==> src/rtl/reference_picture_list_manager_top_assert.svh <==
// Assertion macros used by the reference list manager controller.
// Each macro expects i_clk and i_rst_n in the scope where it is used.
`ifndef REFERENCE_PICTURE_LIST_MANAGER_TOP_ASSERT_SVH
`define REFERENCE_PICTURE_LIST_MANAGER_TOP_ASSERT_SVH

// The consequent must hold in the same cycle as the antecedent.
`define RPLM_ASSERT_NOW(lbl, ante, cons, msg) \
    lbl: assert property (@(posedge i_clk) disable iff (!i_rst_n) (ante) |-> (cons)) \
        else $error(msg);

// The consequent must hold in the cycle after the antecedent.
`define RPLM_ASSERT_NEXT(lbl, ante, cons, msg) \
    lbl: assert property (@(posedge i_clk) disable iff (!i_rst_n) (ante) |=> (cons)) \
        else $error(msg);

`endif

==> src/rtl/rplm_pkg.sv <==
package rplm_pkg;

    localparam int SLOT_W     = 5;
    localparam int ORDER_W    = 32;
    localparam int CFG_DATA_W = 5;
    localparam int INDEX_W    = 4;
    localparam int COUNT_W    = 5;

    localparam logic [CFG_DATA_W-1:0] MAX_REFS_RESET = 5'd16;

    typedef enum logic [1:0] {
        REQ_BEGIN  = 2'd0,
        REQ_LOOKUP = 2'd1,
        REQ_COMMIT = 2'd2,
        REQ_NOP    = 2'd3
    } t_req;

    typedef enum logic [1:0] {
        FT_P   = 2'd0,
        FT_B   = 2'd1,
        FT_I   = 2'd2,
        FT_IDR = 2'd3
    } t_frame;

    typedef enum logic [1:0] {
        ST_OK        = 2'd0,
        ST_NOT_FOUND = 2'd1,
        ST_UNUSED    = 2'd2,
        ST_NO_SLOT   = 2'd3
    } t_status;

    typedef enum logic [0:0] {
        CFG_MAX_REFS      = 1'b0,
        CFG_GOP_HAS_INTER = 1'b1
    } t_cfg_idx;

    typedef enum logic [2:0] {
        S_IDLE,
        S_BEGIN,
        S_SEARCH,
        S_COMMIT,
        S_DONE
    } t_state;

    typedef struct packed {
        logic [ORDER_W-1:0] order;
        logic [SLOT_W-1:0]  slot;
        logic               slot_valid;
    } t_entry;

    typedef struct packed {
        logic load_in;
        logic do_begin;
        logic do_commit;
        logic inc_ptr;
        logic set_unused;
        logic set_miss;
        logic set_hit;
        logic load_out;
    } t_dp_cmd;

    typedef struct packed {
        logic list_used;
        logic list_empty;
        logic hit;
        logic ptr_last;
    } t_dp_sts;

endpackage

==> src/rtl/reference_picture_list_manager_top.sv <==
// Sliding-window reference list manager. Each transaction is taken when the controller
// is idle and its result lands in an output register, so a new transaction can be taken
// while the previous result still waits. An accepted begin or commit transaction passes
// through its own state and then the done state, a no-operation request goes straight
// to the done state, and a lookup compares the list entries in the search state, since
// the list is read through a single port one entry per cycle. The done state loads the
// result once the output register is free or its result is being taken, and the next
// transaction is taken after the controller has returned to idle. Configuration
// writes take effect at once and must only be issued while the block is idle.
module reference_picture_list_manager_top #(
    parameter int MAX_REFS = 16
) (
    input  logic                              i_clk,
    input  logic                              i_rst_n,
    input  logic                              i_cfg_we,
    input  logic                              i_cfg_index,
    input  logic [rplm_pkg::CFG_DATA_W-1:0]   i_cfg_data,
    input  logic                              i_in_valid,
    output logic                              o_in_ready,
    input  logic [1:0]                        i_req_type,
    input  logic [1:0]                        i_frame_type,
    input  logic                              i_is_reference,
    input  logic [rplm_pkg::ORDER_W-1:0]      i_picture_order,
    input  logic                              i_list_select,
    output logic                              o_out_valid,
    input  logic                              i_out_ready,
    output logic [1:0]                        o_status,
    output logic [rplm_pkg::INDEX_W-1:0]      o_ref_index,
    output logic [rplm_pkg::COUNT_W-1:0]      o_ref_count,
    output logic                              o_recon_valid,
    output logic [rplm_pkg::SLOT_W-1:0]       o_recon_slot,
    output logic                              o_freed_valid,
    output logic [rplm_pkg::SLOT_W-1:0]       o_freed_slot
);
    import rplm_pkg::*;

    t_dp_cmd cmd;
    t_dp_sts sts;

    rplm_ctrl u_ctrl (
        .i_clk       (i_clk),
        .i_rst_n     (i_rst_n),
        .i_in_valid  (i_in_valid),
        .o_in_ready  (o_in_ready),
        .o_out_valid (o_out_valid),
        .i_out_ready (i_out_ready),
        .i_req_type  (i_req_type),
        .i_sts       (sts),
        .o_cmd       (cmd)
    );

    rplm_dp #(
        .MAX_REFS (MAX_REFS)
    ) u_dp (
        .i_clk           (i_clk),
        .i_rst_n         (i_rst_n),
        .i_cfg_we        (i_cfg_we),
        .i_cfg_index     (i_cfg_index),
        .i_cfg_data      (i_cfg_data),
        .i_req_type      (i_req_type),
        .i_frame_type    (i_frame_type),
        .i_is_reference  (i_is_reference),
        .i_picture_order (i_picture_order),
        .i_list_select   (i_list_select),
        .i_cmd           (cmd),
        .o_sts           (sts),
        .o_status        (o_status),
        .o_ref_index     (o_ref_index),
        .o_ref_count     (o_ref_count),
        .o_recon_valid   (o_recon_valid),
        .o_recon_slot    (o_recon_slot),
        .o_freed_valid   (o_freed_valid),
        .o_freed_slot    (o_freed_slot)
    );

endmodule

==> src/rtl/rplm_dp.sv <==
module rplm_dp #(
    parameter int MAX_REFS = 16
) (
    input  logic                              i_clk,
    input  logic                              i_rst_n,
    input  logic                              i_cfg_we,
    input  logic                              i_cfg_index,
    input  logic [rplm_pkg::CFG_DATA_W-1:0]   i_cfg_data,
    input  logic [1:0]                        i_req_type,
    input  logic [1:0]                        i_frame_type,
    input  logic                              i_is_reference,
    input  logic [rplm_pkg::ORDER_W-1:0]      i_picture_order,
    input  logic                              i_list_select,
    input  rplm_pkg::t_dp_cmd                 i_cmd,
    output rplm_pkg::t_dp_sts                 o_sts,
    output logic [1:0]                        o_status,
    output logic [rplm_pkg::INDEX_W-1:0]      o_ref_index,
    output logic [rplm_pkg::COUNT_W-1:0]      o_ref_count,
    output logic                              o_recon_valid,
    output logic [rplm_pkg::SLOT_W-1:0]       o_recon_slot,
    output logic                              o_freed_valid,
    output logic [rplm_pkg::SLOT_W-1:0]       o_freed_slot
);
    import rplm_pkg::*;

    localparam int POOL  = MAX_REFS + 1;
    localparam int LEN_W = $clog2(MAX_REFS + 1);
    localparam int PTR_W = (MAX_REFS > 1) ? $clog2(MAX_REFS) : 1;
    localparam int EW    = ((LEN_W > CFG_DATA_W) ? LEN_W : CFG_DATA_W) + 1;

    // Configuration and control state
    logic [CFG_DATA_W-1:0] r_max_refs;
    logic                  r_gop;
    logic [LEN_W-1:0]      r_len,        n_len;
    logic [POOL-1:0]       r_busy,       n_busy;
    t_frame                r_cur_type,   n_cur_type;
    logic                  r_cur_is_ref, n_cur_is_ref;
    logic [ORDER_W-1:0]    r_cur_order,  n_cur_order;
    logic [SLOT_W-1:0]     r_cur_slot,   n_cur_slot;
    logic                  r_cur_sv,     n_cur_sv;

    // Latched transaction and working registers
    t_frame                r_in_ftype;
    logic                  r_in_isref;
    logic [ORDER_W-1:0]    r_in_order;
    logic                  r_in_lsel;
    logic [PTR_W-1:0]      r_ptr;
    t_entry                r_ent [MAX_REFS];

    // Result staging and output register
    t_status               r_res_status,  n_res_status;
    logic [INDEX_W-1:0]    r_res_index,   n_res_index;
    logic                  r_res_recon_v, n_res_recon_v;
    logic [SLOT_W-1:0]     r_res_recon_s, n_res_recon_s;
    logic                  r_res_freed_v, n_res_freed_v;
    logic [SLOT_W-1:0]     r_res_freed_s, n_res_freed_s;
    t_status               r_out_status;
    logic [INDEX_W-1:0]    r_out_index;
    logic [COUNT_W-1:0]    r_out_count;
    logic                  r_out_recon_v;
    logic [SLOT_W-1:0]     r_out_recon_s;
    logic                  r_out_freed_v;
    logic [SLOT_W-1:0]     r_out_freed_s;

    logic [LEN_W-1:0]      eff;
    logic [EW-1:0]         cfg_ext;
    logic [POOL-1:0]       busy_pre;
    logic                  free_found;
    logic [SLOT_W-1:0]     free_slot;
    t_entry                rd_ent;
    logic                  shift_en;
    logic                  evict;
    logic [LEN_W-1:0]      len_tmp;
    logic [LEN_W:0]        ptr_nx;
    logic [COUNT_W-1:0]    ref_count_now;

    function automatic logic [POOL-1:0] slot_mask(input logic [SLOT_W-1:0] s);
        logic [POOL-1:0] m;
        for (int i = 0; i < POOL; i++) begin
            m[i] = (EW'(s) == EW'(i));
        end
        return m;
    endfunction

    // Register zero behaves as one, values above the list depth as the depth.
    always_comb begin
        cfg_ext = EW'(r_max_refs);
        if (cfg_ext == '0) begin
            eff = LEN_W'(1);
        end else if (cfg_ext > EW'(MAX_REFS)) begin
            eff = LEN_W'(MAX_REFS);
        end else begin
            eff = LEN_W'(cfg_ext);
        end
    end

    // Pool state as seen by a begin transaction before a new slot is taken.
    always_comb begin
        busy_pre = r_busy;
        if (r_cur_sv) begin
            busy_pre = busy_pre & ~slot_mask(r_cur_slot);
        end
        if (r_in_ftype == FT_IDR) begin
            busy_pre = '0;
        end
    end

    always_comb begin
        free_found = 1'b0;
        free_slot  = '0;
        for (int i = 0; i < POOL; i++) begin
            if (!free_found && !busy_pre[i] && (EW'(i) <= EW'(eff))) begin
                free_found = 1'b1;
                free_slot  = SLOT_W'(i);
            end
        end
    end

    assign rd_ent = r_ent[r_ptr];
    assign ptr_nx = (LEN_W + 1)'(r_ptr) + (LEN_W + 1)'(1);

    assign o_sts.list_used  = r_in_lsel ? (r_cur_type == FT_B)
                                        : ((r_cur_type == FT_P) || (r_cur_type == FT_B));
    assign o_sts.list_empty = (r_len == '0);
    assign o_sts.hit        = (rd_ent.order == r_in_order);
    assign o_sts.ptr_last   = (ptr_nx >= {1'b0, r_len});

    always_comb begin
        n_len         = r_len;
        n_busy        = r_busy;
        n_cur_type    = r_cur_type;
        n_cur_is_ref  = r_cur_is_ref;
        n_cur_order   = r_cur_order;
        n_cur_slot    = r_cur_slot;
        n_cur_sv      = r_cur_sv;
        n_res_status  = r_res_status;
        n_res_index   = r_res_index;
        n_res_recon_v = r_res_recon_v;
        n_res_recon_s = r_res_recon_s;
        n_res_freed_v = r_res_freed_v;
        n_res_freed_s = r_res_freed_s;
        shift_en      = 1'b0;
        evict         = 1'b0;
        len_tmp       = r_len;

        if (i_cmd.load_in) begin
            n_res_status  = ST_OK;
            n_res_index   = '0;
            n_res_recon_v = 1'b0;
            n_res_recon_s = '0;
            n_res_freed_v = 1'b0;
            n_res_freed_s = '0;
        end

        if (i_cmd.do_begin) begin
            n_busy       = busy_pre;
            n_cur_sv     = 1'b0;
            n_cur_slot   = '0;
            n_cur_type   = r_in_ftype;
            n_cur_is_ref = r_in_isref;
            n_cur_order  = r_in_order;
            if (r_in_ftype == FT_IDR) begin
                n_len = '0;
            end
            if (r_in_isref && r_gop) begin
                if (free_found) begin
                    n_busy        = busy_pre | slot_mask(free_slot);
                    n_cur_sv      = 1'b1;
                    n_cur_slot    = free_slot;
                    n_res_recon_v = 1'b1;
                    n_res_recon_s = free_slot;
                end else begin
                    n_res_status = ST_NO_SLOT;
                end
            end
        end

        // The pointer already addresses the oldest entry; eviction and
        // insertion at the front happen together in one shift.
        if (i_cmd.do_commit && r_cur_is_ref) begin
            evict = (r_len >= eff) && (r_len != '0);
            if (evict) begin
                if (rd_ent.slot_valid) begin
                    n_res_freed_v = 1'b1;
                    n_res_freed_s = rd_ent.slot;
                    n_busy        = r_busy & ~slot_mask(rd_ent.slot);
                end
                len_tmp = r_len - LEN_W'(1);
            end
            n_len        = len_tmp + LEN_W'(1);
            shift_en     = 1'b1;
            n_cur_sv     = 1'b0;
            n_cur_is_ref = 1'b0;
        end

        if (i_cmd.set_unused) begin
            n_res_status = ST_UNUSED;
        end
        if (i_cmd.set_miss) begin
            n_res_status = ST_NOT_FOUND;
        end
        if (i_cmd.set_hit) begin
            n_res_index = INDEX_W'(r_ptr);
        end
    end

    assign ref_count_now = ((r_cur_type == FT_I) || (r_cur_type == FT_IDR) || !r_gop)
                         ? '0 : COUNT_W'(r_len);

    always_ff @(posedge i_clk) begin
        if (!i_rst_n) begin
            r_max_refs   <= MAX_REFS_RESET;
            r_gop        <= 1'b1;
            r_len        <= '0;
            r_busy       <= '0;
            r_cur_type   <= FT_P;
            r_cur_is_ref <= 1'b0;
            r_cur_order  <= '0;
            r_cur_slot   <= '0;
            r_cur_sv     <= 1'b0;
        end else begin
            if (i_cfg_we) begin
                unique case (t_cfg_idx'(i_cfg_index))
                    CFG_MAX_REFS:      r_max_refs <= i_cfg_data;
                    CFG_GOP_HAS_INTER: r_gop      <= i_cfg_data[0];
                endcase
            end
            r_len        <= n_len;
            r_busy       <= n_busy;
            r_cur_type   <= n_cur_type;
            r_cur_is_ref <= n_cur_is_ref;
            r_cur_order  <= n_cur_order;
            r_cur_slot   <= n_cur_slot;
            r_cur_sv     <= n_cur_sv;
        end
    end

    always_ff @(posedge i_clk) begin
        if (i_cmd.load_in) begin
            r_in_ftype <= t_frame'(i_frame_type);
            r_in_isref <= i_is_reference;
            r_in_order <= i_picture_order;
            r_in_lsel  <= i_list_select;
            if (t_req'(i_req_type) == REQ_COMMIT) begin
                r_ptr <= PTR_W'(r_len - LEN_W'(1));
            end else begin
                r_ptr <= '0;
            end
        end else if (i_cmd.inc_ptr) begin
            r_ptr <= r_ptr + PTR_W'(1);
        end

        if (shift_en) begin
            for (int i = MAX_REFS - 1; i > 0; i--) begin
                r_ent[i] <= r_ent[i-1];
            end
            r_ent[0] <= '{order: r_cur_order, slot: r_cur_slot, slot_valid: r_cur_sv};
        end

        r_res_status  <= n_res_status;
        r_res_index   <= n_res_index;
        r_res_recon_v <= n_res_recon_v;
        r_res_recon_s <= n_res_recon_s;
        r_res_freed_v <= n_res_freed_v;
        r_res_freed_s <= n_res_freed_s;

        if (i_cmd.load_out) begin
            r_out_status  <= r_res_status;
            r_out_index   <= r_res_index;
            r_out_count   <= ref_count_now;
            r_out_recon_v <= r_res_recon_v;
            r_out_recon_s <= r_res_recon_s;
            r_out_freed_v <= r_res_freed_v;
            r_out_freed_s <= r_res_freed_s;
        end
    end

    assign o_status      = r_out_status;
    assign o_ref_index   = r_out_index;
    assign o_ref_count   = r_out_count;
    assign o_recon_valid = r_out_recon_v;
    assign o_recon_slot  = r_out_recon_s;
    assign o_freed_valid = r_out_freed_v;
    assign o_freed_slot  = r_out_freed_s;

endmodule

==> src/rtl/rplm_ctrl.sv <==
`include "reference_picture_list_manager_top_assert.svh"

module rplm_ctrl (
    input  logic              i_clk,
    input  logic              i_rst_n,
    input  logic              i_in_valid,
    output logic              o_in_ready,
    output logic              o_out_valid,
    input  logic              i_out_ready,
    input  logic [1:0]        i_req_type,
    input  rplm_pkg::t_dp_sts i_sts,
    output rplm_pkg::t_dp_cmd o_cmd
);
    import rplm_pkg::*;

    t_state r_state, n_state;
    logic   r_out_valid, n_out_valid;

    always_ff @(posedge i_clk) begin
        if (!i_rst_n) begin
            r_state     <= S_IDLE;
            r_out_valid <= 1'b0;
        end else begin
            r_state     <= n_state;
            r_out_valid <= n_out_valid;
        end
    end

    always_comb begin
        n_state    = r_state;
        o_cmd      = '0;
        o_in_ready = 1'b0;

        unique case (r_state)
            S_IDLE: begin
                o_in_ready = 1'b1;
                if (i_in_valid) begin
                    o_cmd.load_in = 1'b1;
                    unique case (t_req'(i_req_type))
                        REQ_BEGIN:  n_state = S_BEGIN;
                        REQ_LOOKUP: n_state = S_SEARCH;
                        REQ_COMMIT: n_state = S_COMMIT;
                        REQ_NOP:    n_state = S_DONE;
                    endcase
                end
            end
            S_BEGIN: begin
                o_cmd.do_begin = 1'b1;
                n_state        = S_DONE;
            end
            S_COMMIT: begin
                o_cmd.do_commit = 1'b1;
                n_state         = S_DONE;
            end
            // One list entry is compared per cycle, newest first.
            S_SEARCH: begin
                if (!i_sts.list_used) begin
                    o_cmd.set_unused = 1'b1;
                    n_state          = S_DONE;
                end else if (i_sts.list_empty) begin
                    o_cmd.set_miss = 1'b1;
                    n_state        = S_DONE;
                end else if (i_sts.hit) begin
                    o_cmd.set_hit = 1'b1;
                    n_state       = S_DONE;
                end else if (i_sts.ptr_last) begin
                    o_cmd.set_miss = 1'b1;
                    n_state        = S_DONE;
                end else begin
                    o_cmd.inc_ptr = 1'b1;
                end
            end
            S_DONE: begin
                if (!r_out_valid || i_out_ready) begin
                    o_cmd.load_out = 1'b1;
                    n_state        = S_IDLE;
                end
            end
            default: begin
                n_state = S_IDLE;
            end
        endcase
    end

    always_comb begin
        if (o_cmd.load_out) begin
            n_out_valid = 1'b1;
        end else if (i_out_ready) begin
            n_out_valid = 1'b0;
        end else begin
            n_out_valid = r_out_valid;
        end
    end

    assign o_out_valid = r_out_valid;

    `RPLM_ASSERT_NOW(a_no_overwrite, o_cmd.load_out, !r_out_valid || i_out_ready, "result overwritten before it was taken")
    `RPLM_ASSERT_NEXT(a_accept_leaves_idle, i_in_valid && o_in_ready, r_state != S_IDLE, "accepted transaction not started")
    `RPLM_ASSERT_NOW(a_out_from_done, $rose(r_out_valid), $past(r_state) == S_DONE, "result raised outside completion")
    `RPLM_ASSERT_NOW(a_search_bounded, o_cmd.inc_ptr, !i_sts.ptr_last && !i_sts.list_empty, "search stepped beyond the list")

endmodule

==> config.mk <==
export PLATFORM = sky130hd
export DESIGN_NAME = reference_picture_list_manager_top
export DESIGN_NICKNAME = d
export VERILOG_FILES = /design/src/rtl/rplm_pkg.sv /design/src/rtl/reference_picture_list_manager_top.sv /design/src/rtl/rplm_dp.sv /design/src/rtl/rplm_ctrl.sv
export VERILOG_INCLUDE_DIRS = /design/src /design/src/rtl
export SDC_FILE = /design/constraint.sdc
export NUM_CORES = 1
export LEC_CHECK = 0
export BUFFER_PORTS_ARGS = -buffer_cell sky130_fd_sc_hd__buf_2
export CELL_PAD_IN_SITES_DETAIL_PLACEMENT = 2
export CELL_PAD_IN_SITES_GLOBAL_PLACEMENT = 2
export CORE_MARGIN = 1
export CORE_UTILIZATION = 51
export DETAILED_ROUTE_END_ITERATION = 16
export PLACE_DENSITY_LB_ADDON = 0.1
export SLEW_MARGIN = 20
export SYNTH_ARGS = -nofsm -noshare
export SYNTH_HDL_FRONTEND = slang
export SYNTH_SLANG_ARGS = --single-unit
==> constraint.sdc <==
create_clock -name i_clk -period 25 [get_ports i_clk]
set_input_delay 5 -clock i_clk [delete_from_list [all_inputs] [get_ports i_clk]]
set_output_delay 5 -clock i_clk [all_outputs]
set_load 0.05 [all_outputs]
Word level (Yosys, flattened, before mapping)
Memories as Yosys holds them, arrays and structs flattened. A register that Yosys moved wholly into a read port is not among the register bits.
Index checks and enable logic that the tools add are counted.
W data, S select, Z words.
Cells by class
  add/sub/neg operators: 4
  bitwise gates (word level): 7
  magnitude comparators: 19
  equal/unequal tests: 63
  reduce and logical (&&, ||, !) cells: 92
  mux-type cells: 112
Operator list (count)
  $mux W17: 8
  $eq A5 B4 Y1 const B: 24
  $mux W5: 18
  $eq A5 B3 Y1 const B: 12
  $mux W4: 15
  $mux W1: 51
  $le A4 B5 Y1 const A: 8
  $logic_and A1 B1 Y1: 35
  $and A17 B17 Y17: 2
  $not A17 Y17: 2
  $logic_not A1 Y1: 33
  $eq A32 B32 Y1: 1
  $eq A5 B2 Y1 const B: 6
  $mux W3: 10
  $logic_not A5 Y1: 5
  $pmux W3 S4: 2
  $le A3 B5 Y1 const A: 4
  $or A17 B17 Y17: 1
  $mux W2: 8
  $eq A5 B1 Y1 const B: 3
  $eq A5 B5 Y1 const B: 3
  $eq A2 B2 Y1 const B: 5
  $le A2 B5 Y1 const A: 2
  $reduce_bool A2 Y1: 5
  24 further kinds: 34
Storage, ports and cells
  register bits: 154
  bits in writable memories: 608
  memories kept: 1
  bits of input ports: 49
Memory list
  u_dp.r_ent: words 16, bits a word 38, read ports 16, clocked after memory_dff 1, wr ports 16, line rplm_dp.sv:48  | t_entry r_ent [MAX_REFS];

Depth between registers and ports, before layout
Gate-level depths: netlist (run 1).
  depth in word-level cells: 77
  depth in mapped cells: 16

Hierarchy
Synthesis (run 1) repeated with hierarchy kept, for this count alone.
Second synthesis, totals
  cell total of the unflattened synthesis: 1568
  area total of the unflattened synthesis: 30445.4 sq um
By module, submodules not included
  rplm_dp: sequential area each 22011.1 sq um, cells each 1532, area an instance 30115.1 sq um, times used 1
  rplm_ctrl: sequential area each 80.1 sq um, cells each 36, area an instance 330.3 sq um, times used 1

Worst setup path before layout (run 1)
Ideal clock, no wire load.
  path type: register to register
  from: register u_ctrl.r_state[2]
  to: register u_dp.r_len[2]
  period minus slack after synthesis: 16941 ps
  required time: 24901 ps
  library setup time: 99 ps
  arrival: 16842 ps
  stages on the path, launching flop included: 7
  path buffers: 0
  path slack: 8059 ps
  path through: dfxtp_1 nor2b_1 nand3_1 clkinv_1 a21oi_1 a22oi_1 nor2_1
Between the ends
  word-level cells in the longest chain between the ends: 5
Ends and longest elaborated chain
  start, declared: line rplm_ctrl.sv:16  | t_state r_state, n_state;
  start signal, assigned: line rplm_ctrl.sv:24  | r_state <= n_state;
  $eq A3 B2 Y1: line rplm_ctrl.sv:34  | unique case (r_state)
  $mux W1: line rplm_ctrl.sv:34
  $logic_and A1 B1 Y1: line rplm_dp.sv:180  | if (i_cmd.do_commit && r_cur_is_ref) begin
  $reduce_bool A2 Y1 (no line)
  $reduce_and A2 Y1 (no line)
  end signal, assigned: line rplm_dp.sv:228  | r_len <= n_len;
  end, declared: line rplm_dp.sv:34  | logic [LEN_W-1:0] r_len, n_len;
Several ways; a longest one is shown, not always the timed one.
A chain may end at the register's enable or synchronous reset.

Final worst setup path (run 1)
  from: register u_ctrl.r_state[2]
  to: output port o_in_ready
Between the ends
  word-level cells in the longest chain between the ends: 2
Ends and longest elaborated chain
  $logic_not A3 Y1: line rplm_ctrl.sv:34
  $mux W1: line rplm_ctrl.sv:34
  end, declared: line reference_picture_list_manager_top.sv:19  | output logic o_in_ready,
Every way passes these cells.

==> metrics list, run 1 <==
- Run status: complete, but fails checks
* Violated checks: DRC
- The net count of the finished layout is ~1,900.
- Setup Viol. Count Final: 0
- Row count: just under 90
- Counting the fill cells in the layout gives 4,874.
- Category of the worst setup path launch point: register
- Overall power: 3.11 mW
- After clock tree synthesis, the clock-pin slew on the worst setup and hold paths is 0.07 ns.
* Post-route clock period utilization: 0.268
* Number of H-tree branching levels: 3
- Top_reg_cell synth: sky130_fd_sc_hd__edfxtp_1
- Via count: 18,204
- After layout, the worst setup slack is about 18 ns.
- Counting the buffers created by CTS gives 80.
* Endpoint type of the worst setup path: output port
* Number of antenna violations at the first check in global routing: 5
- At the later pin of the worst-skew pair, clock insertion delay measures about 0.64 ns.
- In the layout the commonest cells are 675 x sky130_fd_sc_hd__edfxtp_1, 133 x sky130_fd_sc_hd__mux4_2, 128 x sky130_fd_sc_hd__nand2_1.
- The mapped netlist covers around 31,000 um^2.
- STA puts the critical path data required time at about 20 ns.
- Number of enable-type register cells in the synthesized netlist: 675
* Buffers inserted during post-CTS setup optimization: 0
* Root Driver: sky130_fd_sc_hd__clkbuf_16
- The number of different library cells used by synthesis comes to between 70 and 80.
- After detailed routing, the number of vias per cell comes to between 6 and 7.
- Final weighted congestion in routability-driven placement: ~0.82
- Clock tree from TritonCTS: yes
- HPWL reported at the end of detailed placement: approximately 60 mm
- Syn. warnings: 0
- The synthesized design contains 766 register bits.
- At the worst endpoint, the arrival time is ~1.7 ns.
* Setup repair after global routing missed its margin: no
* Classification of the worst-slack hold path: register to register
- Syn_nets: ~1,800
- Synthesis produced a netlist whose cell count is about 1,700.
- Hold Vio Cnt, Final: 0
- Based on the critical path, the design can be clocked at up to between 0.1 and 0.15 GHz.
- In this run the worst path has a maximum fanout of 7.
- Most common library cell in the layout ignoring fill and taps: sky130_fd_sc_hd__edfxtp_1
* Effective utilization at floorplan: 0.517
- After clock tree synthesis, the repair step resized 0 gates.
- For this block, the routed nets add up to ~100 mm of wire.
- On the final layout, the worst clock skew is 0.0248 ns.
* Detail Route Antenna Nets: 0
- After synthesis, the mean cell area works out to between 15 and 20 um^2.
- After detailed placement, the design holds a cell count of ~2,500.
- Number of clock sinks seen by CTS: ~770
- Post-Place Setup Slack: 17.94 ns
* Layout cell share with drive strength beyond 1: 0.200
* Maximum clock path buffer count: 3
- The worst path needs 6.70 ns of the cycle, external delays included.
- Standby leakage power: approximately 11 nW
- Boundary pin count: 74
- For the pin with the worst max-slew slack, the measured transition is roughly 1.1 ns.
* Global-route wire length before repair: about 140 mm
* Slew HR: 0.296
- The max-slew violation total from the final report came to 0.
- First DRT Iteration DRCs: about 2,000
- Buffers inserted to repair hold after CTS numbered 0.
- Router iterations before antenna repair: 12
- Kind of critical path: register to output port
- Die Outline Area: just over 60,000 um^2
* Combined global-route utilization of all metal layers: 0.337
- Post-route DRC: 4
* Maxcap violations: 0
- Worst supply voltage drop on vdd: slightly below 70 uV
- Placeable core region: around 59,000 um^2
* Power per standard cell area: roughly 90 nW/um^2
- In this run the horizontal extent of the chip is around 250 um.
- In this run the vertical extent of the chip is 247 um.
* Port buffer count: 73
* Leftover overflow at the end of global routing: 0
- Post-synthesis async set-or-reset flop share: 0
- Maximum number of pins on one net before global-route repair: around 220
* Detailed-route wire length per cell: between 30 and 40 um
- Sum of negative setup slack: 0 ns
* Final cell count without fillers: between 2,000 and 3,000
- Number of global-route vias before repair: just under 20,000
* Post-synthesis to final-layout area growth: 12.5%
- The share of the Yosys chip area taken by registers is 0.723.
[power by group]
group          total, mW  leakage, nW  internal [mW]  switching [mW]
Combinational      0.422         3.17          0.167           0.256
Clock               1.26         1.29          0.718           0.543
Sequential          1.42         6.85           1.39          0.0328
Total               3.11         11.3           2.27           0.831
[through the flow]
step	instance area (um^2)	util	hold WS, ns
finish	34400	0.581	0.438
CTS	34300	0.580	0.438
floorplan	30500	-	0.400
detailed placement	31700	0.536	0.423
global route	34400	0.581	0.448
global placement	31700	0.535	0.413
[layout make-up]
class,count,area [um^2],area share
timing repair buffer,95,611,0.0178
tap,773,967,0.0281
inverter,29,116,0.00338
antenna,1,2.50,0.0000728
clock inverter,30,362,0.0105
sequential,766,22100,0.643
multi-input combinational,869,7940,0.231
clock buffer,119,2280,0.0664
[logic make-up (layout without fill, tap and decap cells)]
group,after synthesis,in the layout,share of synthesized area
adders and majority gates,17,17,0.00696
AOI/OAI and AO/OA,266,266,0.0599
DFF,766,766,0.723
xor gates and xnor gates,55,55,0.0158
buffers and inverters,111,273,0.0172
and+or+nand+nor,305,305,0.0474
muxes,226,226,0.130
other,0,1,0
[state kept, by name, summed over array words and instances, names as in the netlist, 17 cells and up, named ones only]
| register | flops |
|---|---|
| u_dp.r_busy | 17 |
| u_dp.r_cur_order | 32 |
| u_dp.r_ent | 608 |
| u_dp.r_in_order | 32 |
[Yosys cell counts, types with 4 or more instances]
library cell,n,area [um^2]
sky130_fd_sc_hd__a22oi_1,4,30.0
sky130_fd_sc_hd__inv_1,24,90.1
sky130_fd_sc_hd__a32oi_1,7,61.3
sky130_fd_sc_hd__mux2_2,22,248
sky130_fd_sc_hd__o211a_1,6,60.1
sky130_fd_sc_hd__o31ai_1,5,37.5
sky130_fd_sc_hd__a21oi_1,71,355
sky130_fd_sc_hd__ha_1,17,213
sky130_fd_sc_hd__o211ai_1,16,120
sky130_fd_sc_hd__o21a_1,12,90.1
sky130_fd_sc_hd__nand2b_1,13,81.3
sky130_fd_sc_hd__buf_6,5,56.3
sky130_fd_sc_hd__and3_1,11,68.8
sky130_fd_sc_hd__buf_2,24,120
sky130_fd_sc_hd__buf_4,11,82.6
sky130_fd_sc_hd__a31oi_1,11,68.8
sky130_fd_sc_hd__edfxtp_1,675,20300
sky130_fd_sc_hd__nand2_1,128,480
sky130_fd_sc_hd__nand3_1,27,135
sky130_fd_sc_hd__mux4_2,133,3000
sky130_fd_sc_hd__nor2_1,54,203
sky130_fd_sc_hd__nor4_1,6,37.5
sky130_fd_sc_hd__mux2i_1,67,671
sky130_fd_sc_hd__o22ai_1,12,75.1
sky130_fd_sc_hd__a211oi_1,11,82.6
sky130_fd_sc_hd__a221oi_1,11,96.3
sky130_fd_sc_hd__clkbuf_1,41,154
sky130_fd_sc_hd__a21o_1,16,120
sky130_fd_sc_hd__o21ai_0,38,190
sky130_fd_sc_hd__o32ai_1,4,35.0
sky130_fd_sc_hd__xor2_1,22,193
sky130_fd_sc_hd__nand4_1,7,43.8
sky130_fd_sc_hd__nor2b_1,13,81.3
sky130_fd_sc_hd__mux2_1,4,45.0
sky130_fd_sc_hd__nor3_1,10,50.1
sky130_fd_sc_hd__xnor2_1,33,289
sky130_fd_sc_hd__or3_1,5,31.3
sky130_fd_sc_hd__and2_1,12,75.1
sky130_fd_sc_hd__dfxtp_1,91,1820
[layer usage]
metal,part of all wire,GRT usage,up-vias
met5,0.00012,0,-
met4,0.033,0.106,2
met2,0.51,0.576,985
met3,0.064,0.0500,216
li1,-,-,7170
met1,0.39,0.445,9831
[worst max-delay path, cell delays in order, from the launching register on]
cell and delay, ns:
sky130_fd_sc_hd__dfxtp_1 0.38, sky130_fd_sc_hd__nor3_1 0.37, sky130_fd_sc_hd__buf_2 0.34
[final timing paths]
path / from / cells after the start / end / slack (ns)
worst max-delay path: u_ctrl.r_state[2] / 2 / o_in_ready / 18.30
worst min-delay path: u_dp.r_res_freed_v / 0 / u_dp.o_freed_valid / 0.44
worst max register to register: register / 10 / u_dp.r_res_index[3] / 19.40
worst min register to register: u_dp.r_res_freed_v / 0 / u_dp.o_freed_valid / 0.44
Note: power is estimated with default switching activity, not from simulation.
==> inputs of run 2 (changes only) <==
--- a/config.mk
+++ b/config.mk
@@ -10,7 +10,7 @@
 export CELL_PAD_IN_SITES_DETAIL_PLACEMENT = 2
 export CELL_PAD_IN_SITES_GLOBAL_PLACEMENT = 2
 export CORE_MARGIN = 1
-export CORE_UTILIZATION = 51
+export CORE_UTILIZATION = 48
 export DETAILED_ROUTE_END_ITERATION = 16
 export PLACE_DENSITY_LB_ADDON = 0.1
 export SLEW_MARGIN = 20
==> constraint.sdc (replaced) <==
create_clock -name i_clk -period 6.7 [get_ports i_clk]
set_input_delay 1.34 -clock i_clk [delete_from_list [all_inputs] [get_ports i_clk]]
set_output_delay 1.34 -clock i_clk [all_outputs]
set_load 0.05 [all_outputs]
==> metrics list, run 2 (synthesis gave the netlist of run 1 again) <==
- Counting flops per register, the top entry is u_dp.r_ent.
- Post-Layout Inst Area: ~35,000 um^2
- Fraction of power spent switching nets: 0.257
- Cell internal power was estimated by the tool at approximately 8.5 mW.
- Global Route met1 Usage: 0.359
- Largest register FFs: about 610
- STA classifies the critical path endpoint as a register.
* Number of resized instances in the post-cts repair step: 0
* Hold Vio Cnt, Final: 0
* Worst-case register-to-register setup slack: about 1.9 ns
- The clock tree synthesis step divided the H-tree into 3 levels.
- For this run, the detailed router's first-pass iteration total came to 7.
- In the global route stage, met3 resource usage came out at 0.0365.
- Dividing the detail-routed wire length by the instance count gives between 30 and 40 um.
- Combined global-route utilization of all metal layers: 0.273
- Run status: complete, no violations
* Nets: 1,913
* Root Driver: sky130_fd_sc_hd__clkbuf_16
- M2 GR Usage: 0.478
* Placeable core region: approximately 63,000 um^2
- Buffers inserted during post-CTS setup optimization: 0
- Worst path required time: 7.02 ns
- The worst pin sits at a relative slew slack of 0.289.
- Relative to the synthesized area, the layout overhead comes to 13.1%.
- Summed over all cells, the static leakage comes to between 10 and 15 nW.
- Setup repair after global routing left no endpoint under its margin.
- Entering global routing, the biggest net connects 163 pins.
- Setup violations remaining at the end of the flow were counted as 0.
* Final Max Slew Viols: 0
* Classification of the worst-slack hold path: register to register
* Detail Route Antenna Nets: 0
- Insertion delay of the later-clocked pin in the worst-skew pair: between 0.6 and 0.7 ns
- Of the total power, combinational logic draws 0.128.
* Layout cell share with drive strength beyond 1: 0.204
- For this run, design rule violations remaining after detail routing come to 0.
* Registers with the most flip-flops: u_dp.r_ent (608), u_dp.r_cur_order (32), u_dp.r_in_order (32)
- From left edge to right edge, the die measures 254 um.
- Commonest cells after routing, fill and taps aside: 675 x sky130_fd_sc_hd__edfxtp_1, 133 x sky130_fd_sc_hd__mux4_2, 128 x sky130_fd_sc_hd__nand2_1
- Per-cell via count in the routed design: around 6.2
- After detailed placement, the total cell area comes to about 32,000 um^2.
- Once detailed placement completed, the half-perimeter wirelength came to 52.1 mm.
- Routability-driven placement finished with a final weighted congestion of around 0.84.
- Category of the worst setup path launch point: register
* Leftover overflow at the end of global routing: 0
- Of the total power, the clock network draws 0.407.
- Sum of negative setup slack: 0 ns
* Clock skew: 0.0232 ns
* Antenna cell count: 0
- Based on the critical path, the design can be clocked at up to 0.208 GHz.
* Final WL: a little under 90 mm
- Via count: 17,046
- Most common library cell in the layout ignoring fill and taps: sky130_fd_sc_hd__edfxtp_1
- Once layout is complete, the utilization of the core stands at 0.549.
* Kind of critical path: register to register
- The number of hold buffers added after CTS was 0.
- Port buffer count: 73
- CTS buffer count: 83
- Number of clock sinks seen by CTS: around 770
- Power per standard cell area: 332 nW/um^2
- The analysis attributes to net switching a power of ~2.9 mW.
- Worst supply voltage drop on vdd: between 150 and 200 uV
* Slew @ Worst Pin: about 1.1 ns
- Die boundary height: 254 um
- The first global-routing pass estimated 128 mm of wire.
- Row count: 92
- Of the total power, registers draw 0.465.
- Along the worst path, the maximum fanout reaches 38.
- Boundary pin count: 74
- Fin crit period: between 4 and 5 ns
- Maxcap violations: 0
- The die covers around 65,000 um^2.
- In this run the most used layer during global routing was met2.
* Post-route clock period utilization: 0.716
- Effective utilization at floorplan: 0.485
- The number of global-route vias before repair was 18,593.
- Crit path DAT: roughly 5.1 ns
* Clock-pin transition on the worst setup and hold timing paths: approximately 0.060 ns
- Clock tree from TritonCTS: yes
- Number of antenna violations at the first check in global routing: 1
- For this block, the initial DRC count from the detailed router was about 1,300.
* Maximum clock path buffer count: 3
[run 2: final timing paths]
| kind | start | to | cells past startpoint |
|---|---|---|---|
| min | u_dp.r_cur_order[9] | u_dp.r_ent[0][15] | 0 |
| min reg2reg | u_dp.r_cur_order[9] | u_dp.r_ent[0][15] | 0 |
| max | register | u_dp.r_res_index[2] | 11 |
| max reg2reg | register | u_dp.r_res_index[2] | 11 |
[run 2: power groups by stage]
stage | Clock [mW] | Combinational [mW] | Sequential, mW
CTS | 4.76 | 1.46 | 5.35
finish | 4.67 | 1.47 | 5.33
global route | 4.90 | 1.56 | 5.34
floorplan | 0 | 1.07 | 5.34
global placement | 0 | 1.35 | 5.45
detailed placement | 0 | 1.40 | 5.45
[run 2: layout make-up]
| class | instances | area [um^2] |
|---|---|---|
| timing repair buffer | 98 | 598 |
| sequential | 766 | 22100 |
| inverter | 29 | 135 |
| fill | 5498 | 28400 |
| multi-input combinational | 869 | 7940 |
| clock buffer | 114 | 2320 |
| clock inverter | 39 | 388 |
| tap | 846 | 1060 |
[run 2: layer usage]
| metal | vias up | wire length (um) |
|---|---|---|
| li1 | 7189 | - |
| met5 | - | 0 |
| met1 | 9226 | 36400 |
| met3 | 140 | 3410 |
| met4 | 0 | 2070 |
| met2 | 491 | 45200 |
[run 2: critical path, stage by stage, from the launching register on]
cell and delay, ns:
sky130_fd_sc_hd__dfxtp_4 0.65, sky130_fd_sc_hd__buf_4 0.61, sky130_fd_sc_hd__mux2i_1 0.16, sky130_fd_sc_hd__and3_1 0.22
sky130_fd_sc_hd__o41ai_1 0.69, sky130_fd_sc_hd__and3_1 0.27, sky130_fd_sc_hd__o211ai_1 0.21, sky130_fd_sc_hd__nor4b_1 0.39
sky130_fd_sc_hd__nand4_1 0.31, sky130_fd_sc_hd__nor3_2 0.43, sky130_fd_sc_hd__buf_4 0.26, sky130_fd_sc_hd__a21o_1 0.23
[run 2: metrics by stage]
stage / instances / worst slack (ns) / total power, mW / hold WS (ns)
after CTS: 2760 / 1.77 / 11.6 / 0.436
after global routing: 2761 / 1.67 / 11.8 / 0.436
after global placement: 2607 / 2.25 / 6.79 / 0.404
after floorplan: 1746 / 1.52 / 6.41 / 0.400
after detailed placement: 2607 / 2.05 / 6.86 / 0.417
final: 2761 / 1.90 / 11.5 / 0.433
==> inputs of run 3 (changes only) <==
==> constraint.sdc (replaced) <==
create_clock -name i_clk -period 4.9 [get_ports i_clk]
set_input_delay 0.98 -clock i_clk [delete_from_list [all_inputs] [get_ports i_clk]]
set_output_delay 0.98 -clock i_clk [all_outputs]
set_load 0.05 [all_outputs]
==> metrics list, run 3 (synthesis gave the netlist of run 1 again) <==
- The flow ran to the end, and the final reports show no timing, DRC or antenna violations.
* Maximum clock path buffer count: 3
* Crit path DAT: between 4 and 5 ns
- The worst path in the final design needs a cycle of ~4.4 ns, including I/O delays and setup.
- In this run the standard cell core region covers between 60,000 and 70,000 um^2.
- In this run, CTS created clock tree buffers numbering 83.
- Boundary pin count: between 70 and 80
* Category of the worst setup path launch point: register
- For the worst flop-to-flop path, the logic depth is 11.
* Setup repair after global routing missed its margin: no
- Post-route DRC: 0
- Antenna cell count: 0
- The number of global-route vias before repair came to around 19,000.
- Commonest cells after routing, fill and taps aside: 675 x sky130_fd_sc_hd__edfxtp_1, 133 x sky130_fd_sc_hd__mux4_2, 128 x sky130_fd_sc_hd__nand2_1
* Final weighted congestion in routability-driven placement: 0.807
- In this run the worst hold path is classified as register to register.
* Hold Vio Cnt, Final: 0
- After clock tree synthesis, the repair step resized 0 gates.
* Final WL: roughly 90 mm
- The critical path is of the register to register type.
- The detailed router finished its first iteration with approximately 1,400 violations.
* Endpoint of the most critical register-to-register path: u_dp.r_res_index[1]
- Measured along the x axis, the die boundary spans between 200 and 300 um.
- The first global-routing pass estimated roughly 130 mm of wire.
* Setup Viol. Count Final: 0
* Worst-path maximum fanout: 43
* Post-route clock period utilization: 0.906
- Die boundary height: between 200 and 300 um
- Post-synthesis to final-layout area growth: 13.3%
- During placement, the flow inserted port buffers numbering between 70 and 80.
* Largest register FFs: around 610
* Insertion delay of the later-clocked pin in the worst-skew pair: 0.63 ns
- Most flops, register: u_dp.r_ent
* Worst path required time: approximately 5.2 ns
- Detail Route Antenna Nets: 0
* Layout cell share with drive strength beyond 1: 0.208
- Number of fill cells in the layout: around 5,500
* Most common library cell in the layout ignoring fill and taps: sky130_fd_sc_hd__edfxtp_1
- Headroom to the max-slew limit came out at 0.308.
* Clock tree from TritonCTS: yes
* Combined global-route utilization of all metal layers: 0.279
- The count of cells in the finished layout, fillers not included, comes to 2,775.
* Per-cell via count in the routed design: 6.17
* Post-Layout Inst Area: 34,600 um^2
- Once the clock tree was built, the setup fixing pass inserted 0 buffers.
- HPWL reported at the end of detailed placement: between 50 and 60 mm
* Worst supply voltage drop on vdd: between 200 and 250 uV
* Maxcap violations: 0
- The die covers 64,700 um^2.
* Root Driver: sky130_fd_sc_hd__clkbuf_16
* Nets: 1,928
- Number of clock sinks seen by CTS: 766
- The worst setup path is captured at a register.
- Clock skew: 0.0242 ns
* Cell Count Post-Placement: approximately 2,600
* Power per standard cell area: 452 nW/um^2
- Once placement finished, the instance area stood at 31,900 um^2.
* Standby leakage power: between 10 and 15 nW
* Sum of negative setup slack: 0 ns
- Row count: between 90 and 100
- Effective utilization at floorplan: 0.485
- The H-tree was split into 3 levels.
- Hold repair after CTS inserted 0 buffers.
* Fmax: 0.225 GHz
* Number of antenna violations at the first check in global routing: 1
- At the pin with the least slew margin, the transition time is 1.04 ns.
* Maximum number of pins on one net before global-route repair: 181
- The largest registers in the layout are u_dp.r_ent (608), u_dp.r_cur_order (32), u_dp.r_in_order (32).
- Leftover overflow at the end of global routing: 0
- Setup slack on the worst reg-to-reg path comes out at approximately 0.46 ns.
- The first TritonRoute pass finished after 11 iterations.
* Final Max Slew Viols: 0
* Via count: between 15,000 and 20,000
* Clock-pin transition on the worst setup and hold timing paths: 0.06 ns
- In the final routed layout, each cell accounts on average for 32.0 um.
- The most critical setup path has its endpoint at u_dp.r_res_index[1].
## run 3: cell types whose count changed in the layout (fill, tap and decap cells not counted), sizes merged
| cell | change |
|---|---|
| buf | +15 |
| inv | -1 |
| clkinvlp | +2 |
| clkinv | -9 |
| bufinv | -2 |
| clkbuf | +9 |
## run 3: worst min path at each step
stage | startpoint | to | slack [ns] | cells past startpoint
CTS | u_dp.r_cur_order[21] | u_dp.r_ent[0][27] | 0.43 | 0
detailed placement | u_dp.r_cur_order[9] | u_dp.r_ent[0][15] | 0.42 | 0
floorplan | u_dp.r_res_status[0] | u_dp.o_status[0] | 0.40 | 0
finish | u_dp.r_res_recon_s[2] | u_dp.o_recon_slot[2] | 0.43 | 0
global route | u_dp.r_res_recon_s[4] | u_dp.o_recon_slot[4] | 0.45 | 0
global placement | u_dp.r_cur_order[5] | u_dp.r_ent[0][11] | 0.41 | 0
## run 3: cell type report
type / instances / area, um^2 / share of cell area
repair buffers: 113 / 739 / 0.0214
clock buffers: 123 / 2360 / 0.0682
multi-input cells: 869 / 7940 / 0.229
well taps: 846 / 1060 / 0.0306
clock inverters: 29 / 279 / 0.00806
inverters: 29 / 135 / 0.00390
flip-flops and latches: 766 / 22100 / 0.639
## run 3: where the power goes
group	internal (mW)	total (mW)	leakage, nW	switching, mW
clock	3.60	6.24	1.28	2.64
sequential	7.10	7.24	6.85	0.147
combinational	0.895	2.16	3.26	1.26
total	11.6	15.6	11.4	4.05
## run 3: metrics by stage
stage	util	power [mW]	setup slack, ns	hold slack, ns
after global routing	0.550	16.1	0.341	0.448
after global placement	0.507	9.36	0.564	0.412
after CTS	0.549	15.8	0.157	0.431
after floorplan	-	8.76	1.19	0.400
after detailed placement	0.507	9.47	0.430	0.418
final	0.550	15.6	0.460	0.434
## run 3: layer usage
metal | part of all wire | wire length, um | vias up | track usage
met5 | 0.00015 | 13 | - | 0
met4 | 0.037 | 3240 | 2 | 0.105
met3 | 0.042 | 3700 | 179 | 0.0457
met2 | 0.52 | 45800 | 491 | 0.484
met1 | 0.41 | 35900 | 9240 | 0.351
li1 | - | - | 7206 | -
## run 3: worst max-delay path: stages (launching register included)
cell	delay, ns
sky130_fd_sc_hd__dfxtp_4	0.56
sky130_fd_sc_hd__buf_16	0.33
sky130_fd_sc_hd__buf_4	0.39
sky130_fd_sc_hd__mux4_2	0.36
sky130_fd_sc_hd__o21a_1	0.21
sky130_fd_sc_hd__nor3_1	0.30
sky130_fd_sc_hd__a211o_1	0.16
sky130_fd_sc_hd__o2111a_1	0.26
sky130_fd_sc_hd__nor4b_1	0.38
sky130_fd_sc_hd__nand4_1	0.45
sky130_fd_sc_hd__nor3_2	0.36
sky130_fd_sc_hd__a21o_1	0.31
